### src/rtl/gsp_pkg.sv
// Shared types and constants for the geometry string parser.
// Used by gsp_front, gsp_back and geometry_spec_parser; no dependencies.
package gsp_pkg;

  // Default width of the signed result values
  localparam int DEF_VALUE_BITS = 16;

  // Depth of the token queue between front and back
  localparam int TOK_DEPTH = 4;

  // Character codes recognized by the classifier
  localparam logic [7:0] CH_NUL   = 8'h00;
  localparam logic [7:0] CH_EQ    = 8'h3D;  // '='
  localparam logic [7:0] CH_LX    = 8'h78;  // 'x'
  localparam logic [7:0] CH_UX    = 8'h58;  // 'X'
  localparam logic [7:0] CH_PLUS  = 8'h2B;  // '+'
  localparam logic [7:0] CH_MINUS = 8'h2D;  // '-'
  localparam logic [7:0] CH_D0    = 8'h30;  // '0'
  localparam logic [7:0] CH_D9    = 8'h39;  // '9'

  // Character class carried from front to back
  typedef enum logic [2:0] {
    TK_ZERO,
    TK_DIGIT,
    TK_PLUS,
    TK_MINUS,
    TK_LX,
    TK_UX,
    TK_EQ,
    TK_OTHER
  } tok_class_e;

  // One classified character
  typedef struct packed {
    tok_class_e  cls;
    logic [3:0]  digit;
  } token_t;

  // Bit positions in the found-flags vector
  localparam int FL_X    = 0;
  localparam int FL_Y    = 1;
  localparam int FL_W    = 2;
  localparam int FL_H    = 3;
  localparam int FL_XNEG = 4;
  localparam int FL_YNEG = 5;

endpackage

### src/rtl/gsp_front.sv
// Front end of the geometry string parser: classifies each character and
// queues the tokens for the back end. Depends on gsp_pkg.
module gsp_front import gsp_pkg::*; (
  input  logic       clk_i,
  input  logic       rst_ni,
  input  logic       push_i,
  output logic       full_o,
  input  logic [7:0] ch_i,
  output logic       tok_valid_o,
  output token_t     tok_o,
  input  logic       tok_pop_i
);

  localparam int PtrW = $clog2(TOK_DEPTH);
  localparam int CntW = $clog2(TOK_DEPTH + 1);

  token_t              tok_buf_q [TOK_DEPTH];
  logic [PtrW-1:0]     wr_ptr_q, rd_ptr_q;
  logic [CntW-1:0]     count_q;
  token_t              tok_in;
  logic                wr_en, rd_en;

  // Classify the incoming character
  always_comb begin
    tok_in.digit = ch_i[3:0];  // low nibble is the digit value for '0'..'9'
    if (ch_i == CH_NUL) begin
      tok_in.cls = TK_ZERO;
    end else if (ch_i >= CH_D0 && ch_i <= CH_D9) begin
      tok_in.cls = TK_DIGIT;
    end else if (ch_i == CH_PLUS) begin
      tok_in.cls = TK_PLUS;
    end else if (ch_i == CH_MINUS) begin
      tok_in.cls = TK_MINUS;
    end else if (ch_i == CH_LX) begin
      tok_in.cls = TK_LX;
    end else if (ch_i == CH_UX) begin
      tok_in.cls = TK_UX;
    end else if (ch_i == CH_EQ) begin
      tok_in.cls = TK_EQ;
    end else begin
      tok_in.cls = TK_OTHER;
    end
  end

  assign full_o      = (count_q == CntW'(TOK_DEPTH));
  assign tok_valid_o = (count_q != '0);
  assign tok_o       = tok_buf_q[rd_ptr_q];
  assign wr_en       = push_i && !full_o;
  assign rd_en       = tok_pop_i && tok_valid_o;

  // Store tokens
  always_ff @(posedge clk_i) begin
    if (wr_en) begin
      tok_buf_q[wr_ptr_q] <= tok_in;
    end
  end

  // Advance pointers and occupancy
  always_ff @(posedge clk_i or negedge rst_ni) begin
    if (!rst_ni) begin
      wr_ptr_q <= '0;
      rd_ptr_q <= '0;
      count_q  <= '0;
    end else begin
      if (wr_en) begin
        wr_ptr_q <= wr_ptr_q + PtrW'(1);
      end
      if (rd_en) begin
        rd_ptr_q <= rd_ptr_q + PtrW'(1);
      end
      if (wr_en && !rd_en) begin
        count_q <= count_q + CntW'(1);
      end else if (rd_en && !wr_en) begin
        count_q <= count_q - CntW'(1);
      end
    end
  end

  a_count_bound: assert property (@(posedge clk_i) disable iff (!rst_ni)
    count_q <= CntW'(TOK_DEPTH))
    else $error("token queue occupancy out of range");

  a_count_up: assert property (@(posedge clk_i) disable iff (!rst_ni)
    (wr_en && !rd_en) |=> (count_q == $past(count_q) + CntW'(1)))
    else $error("token queue did not grow on write");

  a_count_down: assert property (@(posedge clk_i) disable iff (!rst_ni)
    (rd_en && !wr_en) |=> (count_q == $past(count_q) - CntW'(1)))
    else $error("token queue did not shrink on read");

endmodule

### src/rtl/gsp_back.sv
// Back end of the geometry string parser: runs the parse state machine on
// queued tokens and holds one finished result. Depends on gsp_pkg.
module gsp_back import gsp_pkg::*; #(
  parameter int VALUE_BITS = DEF_VALUE_BITS
) (
  input  logic                         clk_i,
  input  logic                         rst_ni,
  input  logic                         tok_valid_i,
  input  token_t                       tok_i,
  output logic                         tok_pop_o,
  input  logic                         pop_i,
  output logic                         empty_o,
  output logic                         x_present_o,
  output logic                         y_present_o,
  output logic                         width_present_o,
  output logic                         height_present_o,
  output logic                         x_from_right_o,
  output logic                         y_from_bottom_o,
  output logic signed [VALUE_BITS-1:0] width_value_o,
  output logic signed [VALUE_BITS-1:0] height_value_o,
  output logic signed [VALUE_BITS-1:0] x_value_o,
  output logic signed [VALUE_BITS-1:0] y_value_o
);

  localparam int MagW = VALUE_BITS - 1;
  localparam int AccW = VALUE_BITS + 3;
  localparam logic [AccW-1:0] MagMaxExt = {4'b0, {MagW{1'b1}}};

  // Parse phases
  localparam logic [3:0] PH_START   = 4'd0;
  localparam logic [3:0] PH_WPOS    = 4'd1;
  localparam logic [3:0] PH_W_NUM   = 4'd2;
  localparam logic [3:0] PH_AFTER_W = 4'd3;
  localparam logic [3:0] PH_H_NUM   = 4'd4;
  localparam logic [3:0] PH_AFTER_H = 4'd5;
  localparam logic [3:0] PH_X_NUM   = 4'd6;
  localparam logic [3:0] PH_AFTER_X = 4'd7;
  localparam logic [3:0] PH_Y_NUM   = 4'd8;
  localparam logic [3:0] PH_AFTER_Y = 4'd9;
  localparam logic [3:0] PH_ERROR   = 4'd10;

  // Parse state
  logic [3:0]            phase_q, phase_d;
  logic [MagW-1:0]       mag_q, mag_d;
  logic                  open_q, open_d;
  logic                  inner_neg_q, inner_neg_d;
  logic                  outer_neg_q, outer_neg_d;
  logic [5:0]            flags_q, flags_d;
  logic [VALUE_BITS-1:0] w_q, w_d, h_q, h_d, x_q, x_d, y_q, y_d;

  // Result register
  logic                  out_valid_q, out_valid_d;
  logic [5:0]            out_flags_q;
  logic [VALUE_BITS-1:0] out_w_q, out_h_q, out_x_q, out_y_q;

  // Working values for one token
  logic [3:0]            ph_v;
  logic [MagW-1:0]       mag_v;
  logic                  open_v, inner_v, outer_v, consumed, done;
  logic [5:0]            flags_v;
  logic [VALUE_BITS-1:0] w_v, h_v, x_v, y_v, num_pos, num_neg;
  logic [AccW-1:0]       acc;
  logic                  is_zero, is_sign, is_neg, take;

  assign is_zero = (tok_i.cls == TK_ZERO);
  assign is_neg  = (tok_i.cls == TK_MINUS);
  assign is_sign = (tok_i.cls == TK_PLUS) || is_neg;

  // Stall a terminator only while the result slot is occupied and not being popped
  assign take      = tok_valid_i && !(is_zero && out_valid_q && !pop_i);
  assign tok_pop_o = take;

  // Step the parser by one token
  always_comb begin
    ph_v     = phase_q;
    mag_v    = mag_q;
    open_v   = open_q;
    inner_v  = inner_neg_q;
    outer_v  = outer_neg_q;
    flags_v  = flags_q;
    w_v      = w_q;
    h_v      = h_q;
    x_v      = x_q;
    y_v      = y_q;
    consumed = 1'b0;
    done     = 1'b0;
    acc      = '0;
    num_pos  = '0;
    num_neg  = '0;

    // Skip one leading '='
    if (ph_v == PH_START) begin
      if (is_zero) begin
        done     = 1'b1;
        consumed = 1'b1;
      end else begin
        ph_v = PH_WPOS;
        if (tok_i.cls == TK_EQ) begin
          consumed = 1'b1;
        end
      end
    end

    // Decide whether a width follows
    if (!consumed && ph_v == PH_WPOS) begin
      if (is_sign || tok_i.cls == TK_LX) begin
        ph_v = PH_AFTER_W;
      end else begin
        ph_v = PH_W_NUM;
      end
      mag_v   = '0;
      open_v  = 1'b0;
      inner_v = 1'b0;
    end

    // Accumulate a number or close it
    if (!consumed && (ph_v == PH_W_NUM || ph_v == PH_H_NUM ||
                      ph_v == PH_X_NUM || ph_v == PH_Y_NUM)) begin
      acc     = ({4'b0, mag_v} << 3) + ({4'b0, mag_v} << 1) + {{MagW{1'b0}}, tok_i.digit};
      num_pos = {1'b0, mag_v};
      num_neg = -num_pos;
      if (tok_i.cls == TK_DIGIT) begin
        mag_v    = (acc > MagMaxExt) ? {MagW{1'b1}} : acc[MagW-1:0];
        open_v   = 1'b1;
        consumed = 1'b1;
      end else if (!open_v && is_sign && ph_v != PH_W_NUM) begin
        inner_v  = is_neg;
        open_v   = 1'b1;
        consumed = 1'b1;
      end else if (!open_v) begin
        ph_v     = PH_ERROR;
      end else begin
        case (ph_v)
          PH_W_NUM: begin
            w_v           = num_pos;
            flags_v[FL_W] = 1'b1;
            ph_v          = PH_AFTER_W;
          end
          PH_H_NUM: begin
            h_v           = inner_v ? num_neg : num_pos;
            flags_v[FL_H] = 1'b1;
            ph_v          = PH_AFTER_H;
          end
          PH_X_NUM: begin
            x_v           = (inner_v != outer_v) ? num_neg : num_pos;
            flags_v[FL_X] = 1'b1;
            if (outer_v) begin
              flags_v[FL_XNEG] = 1'b1;
            end
            ph_v          = PH_AFTER_X;
          end
          default: begin
            y_v           = (inner_v != outer_v) ? num_neg : num_pos;
            flags_v[FL_Y] = 1'b1;
            if (outer_v) begin
              flags_v[FL_YNEG] = 1'b1;
            end
            ph_v          = PH_AFTER_Y;
          end
        endcase
      end
    end

    // Handle the separator after a number
    if (!consumed && (ph_v == PH_AFTER_W || ph_v == PH_AFTER_H ||
                      ph_v == PH_AFTER_X || ph_v == PH_AFTER_Y)) begin
      consumed = 1'b1;
      if (is_zero) begin
        done = 1'b1;
      end else if (ph_v == PH_AFTER_W &&
                   (tok_i.cls == TK_LX || tok_i.cls == TK_UX)) begin
        ph_v    = PH_H_NUM;
        mag_v   = '0;
        open_v  = 1'b0;
        inner_v = 1'b0;
      end else if (ph_v != PH_AFTER_Y && is_sign) begin
        ph_v    = (ph_v == PH_AFTER_X) ? PH_Y_NUM : PH_X_NUM;
        outer_v = is_neg;
        mag_v   = '0;
        open_v  = 1'b0;
        inner_v = 1'b0;
      end else begin
        ph_v = PH_ERROR;
      end
    end

    // Drop characters after an error until the terminator
    if (!consumed && ph_v == PH_ERROR) begin
      done = is_zero;
    end
  end

  // Commit the step, or return to the start after a result
  always_comb begin
    phase_d     = phase_q;
    mag_d       = mag_q;
    open_d      = open_q;
    inner_neg_d = inner_neg_q;
    outer_neg_d = outer_neg_q;
    flags_d     = flags_q;
    w_d         = w_q;
    h_d         = h_q;
    x_d         = x_q;
    y_d         = y_q;
    if (take) begin
      if (done) begin
        phase_d     = PH_START;
        mag_d       = '0;
        open_d      = 1'b0;
        inner_neg_d = 1'b0;
        outer_neg_d = 1'b0;
        flags_d     = '0;
        w_d         = '0;
        h_d         = '0;
        x_d         = '0;
        y_d         = '0;
      end else begin
        phase_d     = ph_v;
        mag_d       = mag_v;
        open_d      = open_v;
        inner_neg_d = inner_v;
        outer_neg_d = outer_v;
        flags_d     = flags_v;
        w_d         = w_v;
        h_d         = h_v;
        x_d         = x_v;
        y_d         = y_v;
      end
    end
  end

  assign out_valid_d = (out_valid_q && !pop_i) || (take && done);

  // Hold parse state
  always_ff @(posedge clk_i or negedge rst_ni) begin
    if (!rst_ni) begin
      phase_q     <= PH_START;
      mag_q       <= '0;
      open_q      <= 1'b0;
      inner_neg_q <= 1'b0;
      outer_neg_q <= 1'b0;
      flags_q     <= '0;
      w_q         <= '0;
      h_q         <= '0;
      x_q         <= '0;
      y_q         <= '0;
      out_valid_q <= 1'b0;
    end else begin
      phase_q     <= phase_d;
      mag_q       <= mag_d;
      open_q      <= open_d;
      inner_neg_q <= inner_neg_d;
      outer_neg_q <= outer_neg_d;
      flags_q     <= flags_d;
      w_q         <= w_d;
      h_q         <= h_d;
      x_q         <= x_d;
      y_q         <= y_d;
      out_valid_q <= out_valid_d;
    end
  end

  // Load the result; an error clears every flag and value
  always_ff @(posedge clk_i) begin
    if (take && done) begin
      if (ph_v == PH_ERROR) begin
        out_flags_q <= '0;
        out_w_q     <= '0;
        out_h_q     <= '0;
        out_x_q     <= '0;
        out_y_q     <= '0;
      end else begin
        out_flags_q <= flags_v;
        out_w_q     <= w_v;
        out_h_q     <= h_v;
        out_x_q     <= x_v;
        out_y_q     <= y_v;
      end
    end
  end

  assign empty_o          = !out_valid_q;
  assign x_present_o      = out_flags_q[FL_X];
  assign y_present_o      = out_flags_q[FL_Y];
  assign width_present_o  = out_flags_q[FL_W];
  assign height_present_o = out_flags_q[FL_H];
  assign x_from_right_o   = out_flags_q[FL_XNEG];
  assign y_from_bottom_o  = out_flags_q[FL_YNEG];
  assign width_value_o    = out_w_q;
  assign height_value_o   = out_h_q;
  assign x_value_o        = out_x_q;
  assign y_value_o        = out_y_q;

  a_stall_only_on_result: assert property (@(posedge clk_i) disable iff (!rst_ni)
    (tok_valid_i && !tok_pop_o) |-> (is_zero && out_valid_q && !pop_i))
    else $error("parser stalled without a pending result");

  a_terminator_gives_result: assert property (@(posedge clk_i) disable iff (!rst_ni)
    (tok_pop_o && is_zero) |=> !empty_o)
    else $error("terminator did not produce a result");

  a_terminator_resets: assert property (@(posedge clk_i) disable iff (!rst_ni)
    (tok_pop_o && is_zero) |=> (phase_q == PH_START && flags_q == '0))
    else $error("parser not back at start after a result");

  a_absent_x_zero: assert property (@(posedge clk_i) disable iff (!rst_ni)
    (out_valid_q && !out_flags_q[FL_X]) |-> (out_x_q == '0 && !out_flags_q[FL_XNEG]))
    else $error("x value set without x present");

  a_absent_w_zero: assert property (@(posedge clk_i) disable iff (!rst_ni)
    (out_valid_q && !out_flags_q[FL_W]) |-> (out_w_q == '0))
    else $error("width value set without width present");

endmodule

### src/rtl/geometry_spec_parser.sv
// Channel  | Handshake         | Payload
// ---------+-------------------+--------------------------------------------
// input    | push / full       | ch_i (one character, zero ends the string)
// result   | pop / empty       | six flags, width/height/x/y values
//
// One character is taken per cycle while full is low; the parse state machine in
// gsp_back handles any character in one combinational step, multiply-by-ten included.
// A result shows on the ports once its terminator has passed through the token
// queue and then the result register. A four-entry token queue lets input
// keep flowing while a result waits; only a terminator stalls behind an
// unread result. Reset (rst_ni low, asynchronous) empties both queues.
// Top level of the geometry string parser. Instantiates gsp_front and
// gsp_back; depends on gsp_pkg.
module geometry_spec_parser import gsp_pkg::*; #(
  parameter int VALUE_BITS = DEF_VALUE_BITS
) (
  input  logic                         clk_i,
  input  logic                         rst_ni,
  input  logic                         push,
  output logic                         full,
  input  logic [7:0]                   ch_i,
  output logic                         empty,
  input  logic                         pop,
  output logic                         x_present_o,
  output logic                         y_present_o,
  output logic                         width_present_o,
  output logic                         height_present_o,
  output logic                         x_from_right_o,
  output logic                         y_from_bottom_o,
  output logic signed [VALUE_BITS-1:0] width_value_o,
  output logic signed [VALUE_BITS-1:0] height_value_o,
  output logic signed [VALUE_BITS-1:0] x_value_o,
  output logic signed [VALUE_BITS-1:0] y_value_o
);

  logic   tok_valid;
  logic   tok_pop;
  token_t tok;

  // Classify and queue characters
  gsp_front u_front (
    .clk_i       (clk_i),
    .rst_ni      (rst_ni),
    .push_i      (push),
    .full_o      (full),
    .ch_i        (ch_i),
    .tok_valid_o (tok_valid),
    .tok_o       (tok),
    .tok_pop_i   (tok_pop)
  );

  // Parse tokens and hold the result
  gsp_back #(
    .VALUE_BITS (VALUE_BITS)
  ) u_back (
    .clk_i            (clk_i),
    .rst_ni           (rst_ni),
    .tok_valid_i      (tok_valid),
    .tok_i            (tok),
    .tok_pop_o        (tok_pop),
    .pop_i            (pop),
    .empty_o          (empty),
    .x_present_o      (x_present_o),
    .y_present_o      (y_present_o),
    .width_present_o  (width_present_o),
    .height_present_o (height_present_o),
    .x_from_right_o   (x_from_right_o),
    .y_from_bottom_o  (y_from_bottom_o),
    .width_value_o    (width_value_o),
    .height_value_o   (height_value_o),
    .x_value_o        (x_value_o),
    .y_value_o        (y_value_o)
  );

endmodule
### config.mk
export PLATFORM = sky130hd
export DESIGN_NAME = geometry_spec_parser
export DESIGN_NICKNAME = d
export VERILOG_FILES = /design/src/rtl/gsp_pkg.sv /design/src/rtl/gsp_front.sv /design/src/rtl/gsp_back.sv /design/src/rtl/geometry_spec_parser.sv
export SDC_FILE = /design/constraint.sdc
export NUM_CORES = 1
export LEC_CHECK = 0
export ABC_CLOCK_PERIOD_IN_PS = 9100
export BUFFER_PORTS_ARGS = -buffer_cell sky130_fd_sc_hd__buf_2
export CAP_MARGIN = 0
export CORE_ASPECT_RATIO = 0.6
export CORE_MARGIN = 10
export CORE_UTILIZATION = 40
export CTS_CLUSTER_SIZE = 40
export DETAILED_ROUTE_END_ITERATION = 7
export GPL_TIMING_DRIVEN = 0
export SLEW_MARGIN = 0
export SYNTH_ARGS = -nofsm -noshare
export SYNTH_HDL_FRONTEND = slang
export SYNTH_SLANG_ARGS = --single-unit
### constraint.sdc
create_clock -name clk_i -period 9.1 [get_ports clk_i]
set_clock_uncertainty 0.1 [all_clocks]
set_input_delay 0.91 -clock clk_i [delete_from_list [all_inputs] [get_ports clk_i]]
set_output_delay 0.91 -clock clk_i [all_outputs]
set_load 0.005 [all_outputs]
## Word level (Yosys, flattened, before mapping)

Memories as Yosys holds them, arrays and structs flattened.
Cells that the tools add are included.

| storage, ports and cells | value |
|---|---|
| flip-flop bits (word level) | 170 |
| memory bits (writable) | 28 |
| input port bits | 12 |
| output and inout bits | 72 |
| logic and storage cells | 213 |
| memories kept | 1 |

Memories:

| name | depth | bits a word | read ports | clocked after Yosys merged registers in | write ports | line | source |
|---|---|---|---|---|---|---|---|
| u_front.tok_buf_q | 4 | 7 | 1 | 0 | 1 | gsp_front.sv:17 | `token_t tok_buf_q [TOK_DEPTH];` |

| cells by class | value |
|---|---|
| $add $sub $neg | 7 |
| $lt $le $gt $ge | 3 |
| equality and inequality tests | 27 |
| mux-type cells | 109 |
| reduce and logical (&&, ||, !) cells | 47 |

Operator list:

| kind | count |
|---|---|
| $mux W16 | 26 |
| $mux W15 | 9 |
| $mux W4 | 13 |
| $mux W1 | 47 |
| $mux W6 | 5 |
| $eq A8 B6 Y1 const B | 3 |
| $mux W3 | 8 |
| $add A18 B16 Y19 | 1 |
| $add A19 B4 Y19 | 1 |
| $gt A19 B15 Y1 const B | 1 |
| $logic_and A1 B1 Y1 | 18 |
| $eq A4 B3 Y1 const B | 4 |
| $eq A8 B7 Y1 const B | 2 |
| $neg A15 Y16 | 1 |
| $eq A3 B3 Y1 const B | 4 |
| $eq A4 B4 Y1 const B | 3 |
| $pmux W4 S3 | 1 |
| $logic_not A1 Y1 | 10 |
| $logic_or A1 B1 Y1 | 10 |
| $eq A4 B2 Y1 const B | 2 |
| $ge A8 B6 Y1 const B | 1 |
| $le A8 B6 Y1 const B | 1 |
| $logic_not A8 Y1 | 1 |
| $eq A3 B2 Y1 const B | 2 |
| 15 further kinds | 19 |

## Logic depth before layout (Yosys ltp)

An unclocked memory read counts as a cell.

| depth | value |
|---|---|
| depth after elaboration | 25 |
| mapped depth | 23 |
| depth with buffers taken out | 19 |

## Hierarchy

From an unflattened synthesis, not the netlist that was laid out.

| unflattened totals | value |
|---|---|
| cells, all modules | 986 |
| area, all modules | 10576.4 um2 |

By module, submodules not included:

| module | times used | cells each | area an instance (um2) | sequential area each (um2) |
|---|---|---|---|---|
| gsp_back | 1 | 897 | 9034.9 | 4429.2 |
| gsp_front | 1 | 89 | 1541.5 | 1016.0 |

## Worst setup path before layout

Ideal clock, no wire load.

| timing | value |
|---|---|
| path type | register -> register |
| start point | register u_front.rd_ptr_q[0] |
| end point | register u_back.out_h_q[0] (netlist: u_back.height_value_o[0]) (enable) |
| setup time | 0.508 ns |
| arrival | 5.938 ns |
| required time | 8.492 ns |
| setup slack | 2.554 ns |
| cell stages (with the launch flop) | 12 |
| path buffers | 2 |
| period minus slack after synthesis | 6.546 ns |
| cells stage by stage | dfrtp_1 > buf_4 > mux4_2 > buf_2 > xnor2_2 > a31oi_1 > a311o_1 > o31ai_1 > a21oi_1 > o21ai_0 > a2bb2oi_2 > nor2_1 |

| on the way | value |
|---|---|
| word-level cells in the longest chain between the ends | 24 |
| elaborated cells between the ends (all ways) | 73 |
| those cells by class | 18 x eq/ne; 27 x mux; 27 x reduce/logical; 1 x memory |

Ends and longest elaborated chain:

| what | line | source |
|---|---|---|
| start, declared | gsp_front.sv:18 | `logic [PtrW-1:0] wr_ptr_q, rd_ptr_q;` |
| start signal, assigned | gsp_front.sv:69 | `rd_ptr_q <= rd_ptr_q + PtrW'(1);` |
| $mem_v2 Z4 W7 (*) | -- |  |
| $eq A3 B3 Y1 | gsp_back.sv:98 | `if (tok_i.cls == TK_EQ) begin` |
| $mux W1 | gsp_back.sv:98 |  |
| $mux W1 | gsp_back.sv:93 | `if (is_zero) begin` |
| $mux W1 | gsp_back.sv:92 | `if (ph_v == PH_START) begin` |
| $logic_not A1 Y1 | gsp_back.sv:105, gsp_back.sv:117 |  |
| $logic_and A1 B1 Y1 | gsp_back.sv:105 | `if (!consumed && ph_v == PH_WPOS) begin` |
| $mux W4 / $mux W1 (equally long branches) | gsp_back.sv:105 |  |
| [... 8 more ...] | -- |  |
| $mux W4 / $logic_or A1 B1 Y1 (equally long branches) | gsp_back.sv:176, gsp_back.sv:165 |  |
| $mux W4 / $logic_or A1 B1 Y1 (equally long branches) | gsp_back.sv:170, gsp_back.sv:166 |  |
| $mux W4 / $logic_and A1 B1 Y1 (equally long branches) | gsp_back.sv:168, gsp_back.sv:165 |  |
| $mux W4 / $mux W1 (equally long branches) | gsp_back.sv:165 | `if (!consumed && (ph_v == PH_AFTER_W \|\| ph_v == PH_AFTER_H \|\|` |
| $eq A4 B4 Y1 / $logic_not A1 Y1 (equally long branches) | gsp_back.sv:188 | `if (!consumed && ph_v == PH_ERROR) begin` |
| $logic_and A1 B1 Y1 | gsp_back.sv:188 |  |
| $mux W1 | gsp_back.sv:188 |  |
| $logic_and A1 B1 Y1 (*) | gsp_back.sv:265 | `if (take && done) begin` |
| end signal, assigned | gsp_back.sv:275 | `out_h_q <= h_v;` |
| end, declared | gsp_back.sv:54 | `logic [VALUE_BITS-1:0] out_w_q, out_h_q, out_x_q, out_y_q;` |

Every way passes the cells marked *; elsewhere a longest branch is shown, timed or not.
A chain may end at the register's enable or synchronous reset.

## Worst setup path after layout

| timing | value |
|---|---|
| start point | register u_front.rd_ptr_q[0] |
| end point | register u_back.mag_q[4] |

| on the way | value |
|---|---|
| word-level cells in the longest chain between the ends | 24 |
| elaborated cells between the ends (all ways) | 84 |
| those cells by class | 2 x add/sub; 1 x order compare; 18 x eq/ne; 36 x mux; 26 x reduce/logical; 1 x memory |

Ends and longest elaborated chain:

| what | line | source |
|---|---|---|
| $mem_v2 Z4 W7 (*) | -- |  |
| branches (longest 23 deep; another with $add A18 B16 Y19) | -- |  |
| end signal, assigned | gsp_back.sv:250 | `mag_q <= mag_d;` |
| end, declared | gsp_back.sv:44 | `logic [MagW-1:0] mag_q, mag_d;` |

Every way passes the cells marked *.

==> impl_metrics.tcl <==
set metrics [dict create \
    avgViaCountPerCell 5.583 \
    io_pins 84 \
    worst_slew_pin_slew_ns 0.9975 \
    drive_gt1_share_pct 14.11 \
    nNetsFinal 1150 \
    met3_usage_pct 4.934 \
    syn_nets 1045 \
    start_util_pct 40.60 \
    cts_setup_buffers 0 \
    drtIter0Drc 810 \
    timing.setup.tns_ns 0 \
    critical_path.startpoint "u_front.rd_ptr_q[0]$_DFFE_PN0P_" \
    max_cap_viol_count 0 \
    hold_buffers 0 \
    core_area_um2 25280 \
    dieWidth_um 226.8 \
    p_leak_nw 4.853 \
    cp.arrival_ns 7.30 \
    path_clk_slew_ns 0.07 \
    min_from "u_back.h_q[9]$_DFFE_PN0P_" \
    seq_area_frac_synth_pct 53.05 \
    numPortBuffers 83 \
    gp_congestion 0.9476 \
    seqPwrFrac_pct 31.5 \
    timing.final.crit_share_pct 77.51 \
    drc 0 \
    crit_path_start_kind "flip-flop" \
    max_slew_margin_pct 33.19 \
    grt_pass1_vias 7898 \
    yosys_warnings 0 \
    grt-busiest-layer "met1" \
    avgSynthCellArea_um2 10.32 \
    die_area_um2 32680 \
    grt_pass1_wl_um 46040 \
    totalWireLength_um 29210 \
    synth_ff_type "dfrtp_1" \
    grt_setup_unrepaired "no" \
    area_growth_pct 14.68 \
    period_minus_slack_ns 7.054 \
    clockPowerShare_pct 18.8 \
    grt_max_degree 59 \
    dp_hpwl_um 21340 \
    num_vias 8051 \
    worst_skew_pair.late_latency_ns 0.45 \
    p_total_mw 4.228 \
    hold_path_class "flip-flop to flip-flop" \
    synthArstFlopShare_pct 50.51 \
    hold_viol 0 \
    final_cell_mix "nand2_1, dfrtp_1, nor2_1, edfxtp_1, buf_2" \
    cts_htree_levels 4 \
    fmax_mhz 141.8 \
    numCtsBuffers 17 \
    place_ws_ns 2.242 \
    wl_per_cell_um 20.26 \
    use_met1_pct 28.12 \
    worstSetupPathType "flip-flop to flip-flop" \
    cts_tree "done" \
    end_kind "flip-flop" \
    status "completed" \
    die_h_um 144.1 \
    powerDensity_nw_per_um2 359.2 \
    grt_antenna_before_repair 0 \
    n_fill_cell 2338 \
    p_int_mw 2.346 \
    finalSetupViolCount 0 \
    clockRootBuffer "clkbuf_16" \
    slew_violations 0 \
    overflow 0 \
    cts_buffer_depth 2 \
    p_sw_share_pct 44.52 \
    final_common_cell "nand2_1" \
    multi_input_area_um2 4442 \
    final-seq-area_um2 5445 \
    crit_required_ns 9.34 \
    syn_inst 995 \
    crit_fanout 10 \
    peakVddDrop_v 0.0001973 \
    cts_sinks 198 \
    synth_edf_count 98 \
    firstDrtPassIters 5 \
    rows 45 \
    ys_ff_latch 198 \
    diodes 0 \
    met2_usage_pct 24.43 \
    ant_nets 0 \
    syn_area_um2 10260 \
    p_switching_mw 1.882 \
    yosys.cell_types.count 74 \
    p_comb_share_pct 49.7 \
    reg2reg_from "u_front.rd_ptr_q[0]$_DFFE_PN0P_" \
    groute.usage.overall_pct 18.35 \
    worst_slack_ns 2.046 \
    cts_resized 0 \
]
-- logic make-up after synthesis --
logic type / Yosys count / synth area share (%)
AO/OA/AOI/OAI: 273 / 17.60
XOR/XNOR: 44 / 3.827
adder cells (fa/ha/maj): 38 / 4.778
buffers and inverters: 92 / 3.754
flip-flops: 198 / 53.05
multiplexers: 16 / 2.462
AND/OR/NAND/NOR: 334 / 14.53
-- critical path: stages, from the launching register on --
cell and delay (ns):
dfrtp_1 0.32, buf_4 0.21, mux4_2 0.59, buf_2 0.22
xor2_1 0.17, o31ai_1 0.67, clkbuf_1 0.41, nand2_1 0.30
inv_1 0.28, ha_1 0.19, ha_1 0.16, inv_1 0.05
fa_1 0.39, nor2b_1 0.11, o21ai_0 0.10, a21boi_0 0.24
o21ai_0 0.21, a211oi_1 0.33, nor2_1 0.12, o211a_1 0.14
o31ai_1 0.72, clkbuf_1 0.50, o22ai_1 0.15, o21ai_0 0.22
-- layout make-up --
type,instances,area share (%)
flip-flops and latches,198,46.26
repair buffers,86,4.124
inverters,29,0.9247
clock buffers,19,3.678
multi-input cells,705,37.73
well taps,329,3.497
plain buffers,63,2.349
clock inverters,13,1.435
-- state kept, by name (all words and copies together), names as in the netlist, 15 cells and up --
signal	count
u_back.h_q	16
u_back.height_value_o	16
u_back.mag_q	15
u_back.w_q	16
u_back.width_value_o	16
u_back.x_q	16
u_back.x_value_o	16
u_back.y_q	16
u_back.y_value_o	16
u_front.tok_buf_q	28
-- per-layer routing --
metal,part of all wire [%],vias up,wire length (um)
met5,0,-,0
met4,1.2,0,351
met3,8.3,27,2432
met2,39,279,11350
met1,52,3950,15080
li1,-,3795,-
-- worst paths after layout --
path / slack (ns) / depth (start not counted) / end
setup / recovery: 2.05 / 23 / u_back.mag_q[4]$_DFFE_PN0P_
hold / removal: 0.38 / 2 / u_back.h_q[9]$_DFFE_PN0P_
setup reg to reg: 2.05 / 23 / u_back.mag_q[4]$_DFFE_PN0P_
hold reg to reg: 0.38 / 2 / u_back.h_q[9]$_DFFE_PN0P_
max in group asynchronous: 7.72 / 2 / u_back.x_q[12]$_DFFE_PN0P_
min in group asynchronous: 0.44 / 1 / u_back.w_q[13]$_DFFE_PN0P_
-- power groups by stage --
stage	combinational [mW]	sequential, mW	clock (mW)
floorplan	1.34	1.36	0
global placement	2.03	1.37	0
detailed placement	2.07	1.35	0
CTS	2.08	1.33	0.804
global route	2.31	1.36	0.840
finish	2.10	1.33	0.796
-- synth_stat cells, drive strengths merged (5+ instances only) --
master | n | area share (%)
o31ai | 8 | 0.59
nor2 | 99 | 3.6
edfxtp | 98 | 29
clkbuf | 48 | 1.8
mux2i | 5 | 0.49
a22o | 50 | 4.3
or3 | 5 | 0.30
dfrtp | 100 | 24
xnor2 | 28 | 2.5
ha | 36 | 4.4
nand3 | 12 | 0.59
o22ai | 17 | 1.0
nor3 | 18 | 1.1
a31oi | 10 | 0.61
nand2 | 149 | 5.4
a21o | 6 | 0.44
inv | 28 | 1.0
buf | 15 | 0.93
mux4 | 7 | 1.5
a21oi | 80 | 3.9
xor2 | 16 | 1.4
o21ai | 61 | 3.0
and2 | 14 | 0.88
a21boi | 5 | 0.37
nor2b | 9 | 0.55
-- stage by stage --
step           util (%)  area, um2  hold WS [ns]  cells
6_report          46.56      11770        0.3827   1442
2_1_floorplan         -      10260        0.3492    995
3_3_place_gp      43.88      11090        0.3623   1407
5_1_grt           46.56      11770        0.4027   1442
4_1_cts           46.56      11770        0.3873   1442
3_5_place_dp      44.18      11170        0.3706   1410
No activity file was read; power rests on OpenSTA's default activity.
